### src/rtl/spr_pkg.sv
// Shared types and constants for the slotted page record store.
// No dependencies; imported by the controller, the datapath and the top level.
package spr_pkg;

	localparam int CMD_W    = 2;
	localparam int LEN_W    = 13;
	localparam int SLOTIN_W = 10;
	localparam int POS_W    = 12;
	localparam int BYTE_W   = 8;
	localparam int STAT_W   = 3;
	localparam int FREE_W   = 12;
	localparam int USED_W   = 11;

	localparam int SLOT_BYTES = 4;

	localparam int PAGE_BYTES_DEF   = 4096;
	localparam int HEADER_BYTES_DEF = 8;
	localparam int MAX_SLOTS_DEF    = 1024;

	localparam logic [CMD_W-1:0] CMD_ALLOC  = 2'd0;
	localparam logic [CMD_W-1:0] CMD_WRITE  = 2'd1;
	localparam logic [CMD_W-1:0] CMD_READ   = 2'd2;
	localparam logic [CMD_W-1:0] CMD_DELETE = 2'd3;

	localparam logic [STAT_W-1:0] STAT_OK         = 3'd0;
	localparam logic [STAT_W-1:0] STAT_BAD_LENGTH = 3'd1;
	localparam logic [STAT_W-1:0] STAT_NO_SPACE   = 3'd2;
	localparam logic [STAT_W-1:0] STAT_SLOT_RANGE = 3'd3;
	localparam logic [STAT_W-1:0] STAT_DELETED    = 3'd4;
	localparam logic [STAT_W-1:0] STAT_POSITION   = 3'd5;

	typedef struct packed {
		logic load;
		logic alloc_start;
		logic scan;
		logic exec;
		logic look;
		logic emit;
	} ctrl_cmd_t;

	typedef struct packed {
		logic len_zero;
		logic has_del;
		logic found;
		logic out_busy;
	} dp_stat_t;

endpackage

### src/rtl/spr_ctrl.sv
// Controller state machine for the slotted page record store.
// Depends on spr_pkg; drives the datapath through ctrl_cmd_t.
module spr_ctrl
	import spr_pkg::*;
(
	input  logic             clk,
	input  logic             arst_n,
	input  logic             in_valid,
	output logic             in_ready,
	input  logic [CMD_W-1:0] command,
	input  dp_stat_t         stat,
	output ctrl_cmd_t        cmd
);

	localparam logic [2:0] S_IDLE  = 3'd0;
	localparam logic [2:0] S_ALLOC = 3'd1;
	localparam logic [2:0] S_SCAN  = 3'd2;
	localparam logic [2:0] S_EXEC  = 3'd3;
	localparam logic [2:0] S_LOOK  = 3'd4;
	localparam logic [2:0] S_FIN   = 3'd5;

	logic [2:0] state_q;
	logic [2:0] state_d;

	assign in_ready = (state_q == S_IDLE);

	always_comb begin
		cmd     = '0;
		state_d = state_q;
		unique case (state_q)
			S_IDLE: begin
				if (in_valid) begin
					cmd.load = 1'b1;
					state_d  = (command == CMD_ALLOC) ? S_ALLOC : S_LOOK;
				end
			end
			S_ALLOC: begin
				cmd.alloc_start = 1'b1;
				if (stat.len_zero)
					state_d = S_FIN;
				else if (stat.has_del)
					state_d = S_SCAN;
				else
					state_d = S_EXEC;
			end
			S_SCAN: begin
				cmd.scan = 1'b1;
				if (stat.found)
					state_d = S_EXEC;
			end
			S_EXEC: begin
				cmd.exec = 1'b1;
				state_d  = S_FIN;
			end
			S_LOOK: begin
				cmd.look = 1'b1;
				state_d  = S_FIN;
			end
			S_FIN: begin
				// hold the result until the output register is free
				if (!stat.out_busy) begin
					cmd.emit = 1'b1;
					state_d  = S_IDLE;
				end
			end
			default: state_d = S_IDLE;
		endcase
	end

	always_ff @(posedge clk or negedge arst_n) begin
		if (!arst_n)
			state_q <= S_IDLE;
		else
			state_q <= state_d;
	end

endmodule

### config.mk
export PLATFORM = sky130hd
export DESIGN_NAME = spr_ctrl
export DESIGN_NICKNAME = d
export VERILOG_FILES = /design/src/rtl/spr_pkg.sv /design/src/rtl/spr_ctrl.sv
export SDC_FILE = /design/constraint.sdc
export NUM_CORES = 1
export LEC_CHECK = 0
export BUFFER_PORTS_ARGS = -buffer_cell sky130_fd_sc_hd__buf_4
export CAP_MARGIN = 20
export CORE_AREA = 4 4 41 43
export CTS_CLUSTER_DIAMETER = 100
export DETAILED_ROUTE_END_ITERATION = 12
export DIE_AREA = 0 0 45 47
export PLACE_DENSITY = 0.53
export SYNTH_ARGS = -nofsm -noshare
export SYNTH_HDL_FRONTEND = slang
export SYNTH_SLANG_ARGS = --single-unit
### constraint.sdc
create_clock -name clk -period 3 [get_ports clk]
set_input_delay 0.3 -clock clk [delete_from_list [all_inputs] [get_ports clk]]
set_output_delay 0.3 -clock clk [all_outputs]
set_load 0.02 [all_outputs]
After elaboration in Yosys (flattened, before gate mapping)
Index checks and enable logic that the tools add are counted.
- bits in registers: 3
- output and inout bits: 7
- equality and inequality tests: 8
- mux-type cells: 15
- reduce and logical (&&, ||, !) cells: 4
- operator list (cell ; count):
    $mux W3 ; 5
    $pmux W3 S5 ; 1
    $mux W1 ; 9
    $eq A3 B2 Y1 const B ; 2
    $eq A3 B3 Y1 const B ; 2
    $ne A2 B2 Y1 const B ; 3
    $eq A3 B1 Y1 const B ; 1
    $logic_not A3 Y1 ; 1
    $reduce_and A3 Y1 ; 1
    $logic_not A2 Y1 ; 1
    $reduce_or A2 Y1 ; 1

Longest topological paths before layout
Gate-level depths: netlist of run 1.
- depth in word-level cells: 4
- depth in mapped cells: 4
- gate-level depth less buffers: 3

Worst setup path before layout of run 1
OpenSTA, ideal clock, no wires.
- path kind: reg2out
- start: register state_q[1]
- end: output cmd[5] in the netlist's numbering
- arrival time: 1.424 ns
- path slack: 1.276 ns
- cell stages (with the launch flop): 4
- path buffers: 1
- cells stage by stage: dfrtp_1 -> buf_2 -> nor3_1 -> and2_1
- RTL lines (element ; line ; text):
    from (decl) ; spr_ctrl.sv:22 ; logic [2:0] state_q;
    from (signal assigned) ; spr_ctrl.sv:74 ; state_q <= state_d;
    to (decl) ; spr_ctrl.sv:12 ; output ctrl_cmd_t cmd

==> flow_summary_export.csv, run 1 <==
group,metric,value,unit
status,status,"complete, no violations",
timing,rsz0062_at_grt,"no",
cells_and_area,multi_input_area,193,um^2
floorplanning,fp.dieW,45,um
grt,first_global_vias,267,
floorplanning,io_pins,16,
timing,max_slew_margin,73.7,%
synthesis,syn_inst,36,
cts,cts_tree,"built",
grt,grt_usage,7.05,%
floorplanning,die_y,47,um
power,peakVddDrop,0.510,mV
grt,grt_overflow,0,
timing,post-route-period-util,55.0,%
cells_and_area,regArea,75.1,um^2
synthesis,yosysSeqAreaShare,25.6,%
synthesis,yosys.cell_types.count,21,
run,cap_violations,0,
cells_and_area,n_antenna_cell,0,
worst_hold_path,hold_class,"primary input to asynchronous set/reset pin",
placement,dp_hpwl,481,um
floorplanning,row_count,13,
grt,grt_pass1_wl,1.04,mm
cts,cts_setup_buffers,0,
cts,cts-buffers-inserted,3,
timing,timing.fmax,0.607,GHz
timing,worst_slew_pin_slew,0.395,ns
synthesis,synthesis.area_per_instance,8.13,um^2
worst_setup_path,crit_path_end_kind,"primary output",
detailed_routing,dr.pass1.iters,3,
timing,setup_tns,0,ns
timing,slew_violations,0,
placement,dp.cells,63,
detailed_routing,drt_iter0_markers,10,
cells_and_area,largest_reg_flops,3,
detailed_routing,vias_per_cell,4.47,
timing,finClkSkew,0.000688,ns
synthesis,synthTopCellsByArea,"dfrtp_1, nor3b_1, nor2b_1",
cts,hold_buffers,1,
timing,hold_violations,0,
cts,max-clock-path-buffers,2,
floorplanning,core,1300,um^2
worst_setup_path,crit_fanout,11,
cts,htree_levels,1,
worst_setup_path,worstSetupStartpointType,"flip-flop",
cts,cts_sinks,3,
detailed_routing,drc,0,
worst_setup_path,critPathRequiredTime,2.70,ns
cts,insertion_delay,0.23,ns
detailed_routing,vias,304,
synthesis,ys_ff_latch,3,
cells_and_area,biggestRegsByFlops,"state_q: 3 flops",
grt,grt_max_degree,16,
cells_and_area,fill_cells,147,
cells_and_area,finalNetCount,63,
worst_setup_path,critPathKind,"flip-flop to primary output",
cts,clk_pin_slew_worst_paths,0.04,ns
timing,holdWs,0.398,ns
synthesis,ys_warn_count,0,
worst_setup_path,cp.arrival,1.35,ns
detailed_routing,routed_wl,665,um
placement,io_buffers,15,
power,p_per_area,1030,nW/um^2
power,leakage,0.194,nW
detailed_routing,drt-wirelength-per-cell,9.78,um
cells_and_area,syn_to_final_growth,50.0,%
cells_and_area,layout-drive-gt1-share,39.6,%
synthesis,synth.net_count,45,
synthesis,synth_top_area_share,25.6,%
cts,cts_root_buf,"clkbuf_4",
synthesis,synth_area_leader_cell,"dfrtp_1",
floorplanning,initial_core_util,22.5,%
cells_and_area,fin_cells,68,
timing,period_needed,1.65,ns
cts,cts_resized,0,
cells_and_area,regMostFlops,"state_q",
floorplanning,die_area,2120,um^2
placement,gp_congestion,0.708,
grt,grt_antenna_before_repair,0,
timing,setup_viol,0,
worst_setup_path,r2r.worst_path.cells,3,
detailed_routing,ant_nets,0,
synthesis,synth_area,293,um^2
==> critical path, stage by stage, from the launching register on <==
cell,delay [ns]
dfrtp_1,0.49
inv_1,0.13
nor4b_1,0.30
buf_4,0.19
==> area by class of cell <==
type	instances	share of cell area [%]
Multi-Input combinational cell	29	43.9
Timing Repair Buffer	16	27.9
Sequential cell	3	17.1
Clock buffer	4	5.98
Tap cell	15	4.27
Inverter	1	0.855
==> per-layer routing <==
metal / GRT usage [%] / wire, um / vias to the layer above
met2: 9.32 / 263 / 13
met5: 0 / 0 / -
met3: 3.07 / 66 / 2
met4: 7.02 / 10 / 0
li1: - / - / 163
met1: 8.24 / 323 / 126
==> report_power, final <==
group / internal (mW) / switching (mW)
Combinational: 0.142 / 0.120
Clock: 0.0498 / 0.0205
Sequential: 0.0608 / 0.0610
Total: 0.253 / 0.202
==> cell families after synthesis <==
family / share of synthesized area [%]
flip-flops: 25.6
buffers and inverters: 8.55
AO/OA/AOI/OAI: 24.4
AND/OR/NAND/NOR: 41.5
==> per-stage QoR <==
stage	setup slack [ns]	util (%)	power [mW]	area (um^2)
final	1.35	33.8	0.455	439
after global routing	1.22	33.8	0.497	439
after CTS	1.34	33.8	0.460	439
after detailed placement	1.59	31.0	0.385	403
after global placement	1.60	31.0	0.388	403
after floorplan	1.28	-	0.317	293
==> synthesized netlist by cell type (all sizes together) <==
| library cell | count |
|---|---|
| buf | 3 |
| dfrtp | 3 |
| nor2 | 3 |
| nor2b | 3 |
| nor3 | 3 |
| nor3b | 3 |
| o21ai | 3 |
| a21oi | 2 |
| and2 | 2 |
| or3 | 2 |
| a211oi | 1 |
| a311oi | 1 |
| and3b | 1 |
| inv | 1 |
| nand2b | 1 |
| nor4b | 1 |
| o21a | 1 |
| o21ba | 1 |
| o21bai | 1 |
==> placed cells by master (no fill, tap or decap), types with 2 or more instances in the layout <==
cell and n:
buf_4 15, nor3b_1 3, nor2_1 3, nor3_1 3, o21ai_0 3, nor2b_1 3, clkbuf_4 3, dfrtp_1 3
and2_1 2, a21oi_1 2
==> worst paths after layout <==
path / from / end / slack [ns]
min in group clk: stat[3] / state_q[1] / 0.40
max reg2reg: state_q[1] / state_q[0] / 1.65
max in group asynchronous: arst_n / state_q[0] / 2.51
min: arst_n / state_q[2] / 0.40
min reg2reg: state_q[2] / state_q[1] / 0.71
max: state_q[0] / cmd[0] / 1.35
No activity file was read; power rests on OpenSTA's default activity.
==> run 2: changes to the inputs <==
--- a/config.mk
+++ b/config.mk
@@ -5,13 +5,14 @@
 export SDC_FILE = /design/constraint.sdc
 export NUM_CORES = 1
 export LEC_CHECK = 0
+export ABC_AREA = 1
 export BUFFER_PORTS_ARGS = -buffer_cell sky130_fd_sc_hd__buf_4
 export CAP_MARGIN = 20
 export CORE_AREA = 4 4 41 43
 export CTS_CLUSTER_DIAMETER = 100
 export DETAILED_ROUTE_END_ITERATION = 12
 export DIE_AREA = 0 0 45 47
-export PLACE_DENSITY = 0.53
+export PLACE_DENSITY = 0.5
 export SYNTH_ARGS = -nofsm -noshare
 export SYNTH_HDL_FRONTEND = slang
 export SYNTH_SLANG_ARGS = --single-unit
==> constraint.sdc (replaced) <==
create_clock -name clk -period 1.61 [get_ports clk]
set_input_delay 0.161 -clock clk [delete_from_list [all_inputs] [get_ports clk]]
set_output_delay 0.161 -clock clk [all_outputs]
set_load 0.02 [all_outputs]
==> run 2 against run 1 <==
  * First-iteration DRC count decreased by 90%
  * Sequential cell count unchanged
  * Global-route usage increased by 2.2 points
  * Hold slack got worse by 0.26 ns
  * Final area decreased by 3.7%
  * Critical path type unchanged
  * Worst setup slack got worse by 1.1 ns
  * Count of clock-buffer cells in the layout unchanged
  * Routed wire length increased by 5.0%
  * Sequential power increased by 41%
  * Non-clock buffer count unchanged
  * Clock skew about the same
  * Largest cell class unchanged
  * Critical path depth increased by 1
  * Highest routed layer unchanged
==> flow_summary_export.csv, run 2 <==
group,metric,value,unit
synthesis,synth_commonest_cells,"nand2_1, inv_1, nand3_1, nor2_1, dfrtp_1",
power,peakVddDrop,0.780,mV
synthesis,yosysSeqAreaShare,29.7,%
placement,dp_hpwl,587,um
cells_and_area,final_common_cell,"buf_4",
worst_setup_path,critPathRequiredTime,1.45,ns
placement,gp_congestion,0.746,
floorplanning,die_y,47,um
floorplanning,core,1300,um^2
synthesis,synth_flop_cell,"dfrtp_1",
worst_setup_path,cp.arrival,1.24,ns
synthesis,synth_top_area_share,29.7,%
power,leakage,0.257,nW
floorplanning,die_area,2120,um^2
power,power,821,uW
placement,placed_cell_area,384,um^2
detailed_routing,drc,0,
cells_and_area,fin_cells,78,
cts,max-clock-path-buffers,2,
synthesis,synth_area_leader_cell,"dfrtp_1",
timing,fin_ws,0.208,ns
grt,grt_antenna_before_repair,0,
floorplanning,row_count,13,
grt,first_global_vias,331,
placement,dp.cells,73,
detailed_routing,dr.pass1.iters,2,
cells_and_area,regMostFlops,"state_q",
cells_and_area,regArea,75.1,um^2
synthesis,synthTopCellsByArea,"dfrtp_1, nand2_1, inv_1",
synthesis,syn_inst,43,
cells_and_area,layout-drive-gt1-share,36.5,%
cells_and_area,syn_to_final_growth,67.3,%
cells_and_area,finalNetCount,73,
cells_and_area,fill_cells,155,
timing,finClkSkew,0.00110,ns
timing,rsz0062_at_grt,"no",
cts,cts_sinks,3,
placement,io_buffers,15,
cells_and_area,fin_util,32.5,%
worst_setup_path,crit_path_end_kind,"primary output",
cells_and_area,biggestRegsByFlops,"state_q: 3 flops",
synthesis,synth-edff-count,0,
cells_and_area,final_area,423,um^2
detailed_routing,routed_wl,698,um
timing,slew_violations,0,
detailed_routing,vias,315,
worst_hold_path,hold_class,"primary input to flip-flop",
timing,setup_tns,0,ns
floorplanning,initial_core_util,19.4,%
detailed_routing,ant_nets,0,
floorplanning,io_pins,16,
cells_and_area,n_antenna_cell,0,
grt,grt_pass1_wl,1.32,mm
synthesis,ys_ff_latch,3,
detailed_routing,drt-wirelength-per-cell,8.95,um
synthesis,ys_warn_count,0,
synthesis,yosys.cell_types.count,13,
cts,cts_setup_buffers,0,
cells_and_area,largest_reg_flops,3,
synthesis,synth_area,253,um^2
timing,hold_violations,0,
cts,htree_levels,1,
detailed_routing,vias_per_cell,4.04,
timing,holdWs,0.140,ns
cts,cts_tree,"built",
placement,dp_slack,0.376,ns
timing,period_needed,1.40,ns
worst_setup_path,worstSetupStartpointType,"flip-flop",
power,p_per_area,1940,nW/um^2
cts,insertion_delay,0.24,ns
timing,post-route-period-util,87.1,%
cts,cts_root_buf,"clkbuf_4",
grt,grt_max_degree,8,
cells_and_area,multi_input_area,143,um^2
cts,cts-buffers-inserted,3,
status,status,"complete, no violations",
synthesis,synthesis.area_per_instance,5.88,um^2
timing,worst_slew_pin_slew,0.223,ns
synthesis,synth.net_count,52,
grt,grt_overflow,0,
floorplanning,fp.dieW,45,um
timing,timing.fmax,0.714,GHz
cts,clk_pin_slew_worst_paths,0.04,ns
grt,grt_usage,9.25,%
synthesis,async_flop_share,100,%
run,cap_violations,0,
detailed_routing,drt_iter0_markers,1,
timing,max_slew_margin,85.0,%
worst_setup_path,critPathKind,"flip-flop to primary output",
cells_and_area,final_cell_mix,"buf_4, nand2_1, inv_1",
worst_setup_path,crit_fanout,5,
synthesis,synthMostInstantiatedCell,"nand2_1",
timing,setup_viol,0,
run 2: changes by cell type in the layout (fill, tap and decap cells not counted), sizes merged, moves of 2 or more:
cell / delta
nor3: -2
nand2: +10
nor3b: -3
nor2: +5
inv: +9
or3: -2
o21ai: -2
nor2b: -3
and2: -2
nand3: +7
run 2: worst max-delay path, stage by stage, from the launching register on:
cell and delay [ns]:
dfrtp_1 0.42, nor2_2 0.18, inv_1 0.09, nor3_1 0.14, buf_4 0.17
run 2: final cells by class:
cell class	instances	area share (%)
inverters	10	8.88
flip-flops and latches	3	17.8
repair buffers	16	29.0
multi-input cells	30	33.7
clock buffers	4	6.21
well taps	15	4.44
run 2: what timing repair did:
action / in CTS / in global routing
resized for setup: 0 / 1
setup endpoints to repair: 0 / 3
hold endpoints to repair: 3 / 0
hold buffers: 1 / 0
run 2: path summary, 6_finish.rpt:
| kind | depth (start not counted) | start | slack, ns | to |
|---|---|---|---|---|
| worst max register to register | 6 | state_q[2] | 0.53 | state_q[0] |
| worst min register to register | 2 | state_q[0] | 0.64 | state_q[0] |
| worst max-delay path | 4 | state_q[1] | 0.21 | cmd[5] |
| min in group asynchronous | 2 | arst_n | 0.25 | state_q[1] |
| max in group asynchronous | 2 | arst_n | 1.27 | state_q[2] |
| worst min-delay path | 2 | stat[3] | 0.14 | state_q[1] |
run 2: power by group:
part	switching, mW	internal [mW]	total [mW]	leakage, nW
clock network	0.0436	0.0932	0.137	0.0150
registers	0.0570	0.115	0.172	0.0376
logic	0.310	0.202	0.512	0.205
total	0.411	0.410	0.821	0.257
run 2: kinds of logic after synthesis:
group | synth area share, %
AO/OA/AOI/OAI | 3.96
flip-flops | 29.7
buffers and inverters | 14.8
AND/OR/NAND/NOR | 51.5
run 2: metal layers:
| metal | vias up | track usage, % | wire length, um |
|---|---|---|---|
| met3 | 2 | 5.75 | 82 |
| met2 | 15 | 11.9 | 271 |
| met1 | 123 | 10.9 | 329 |
| met5 | - | 0 | 0 |
| met4 | 0 | 7.02 | 15 |
| li1 | 175 | - | - |
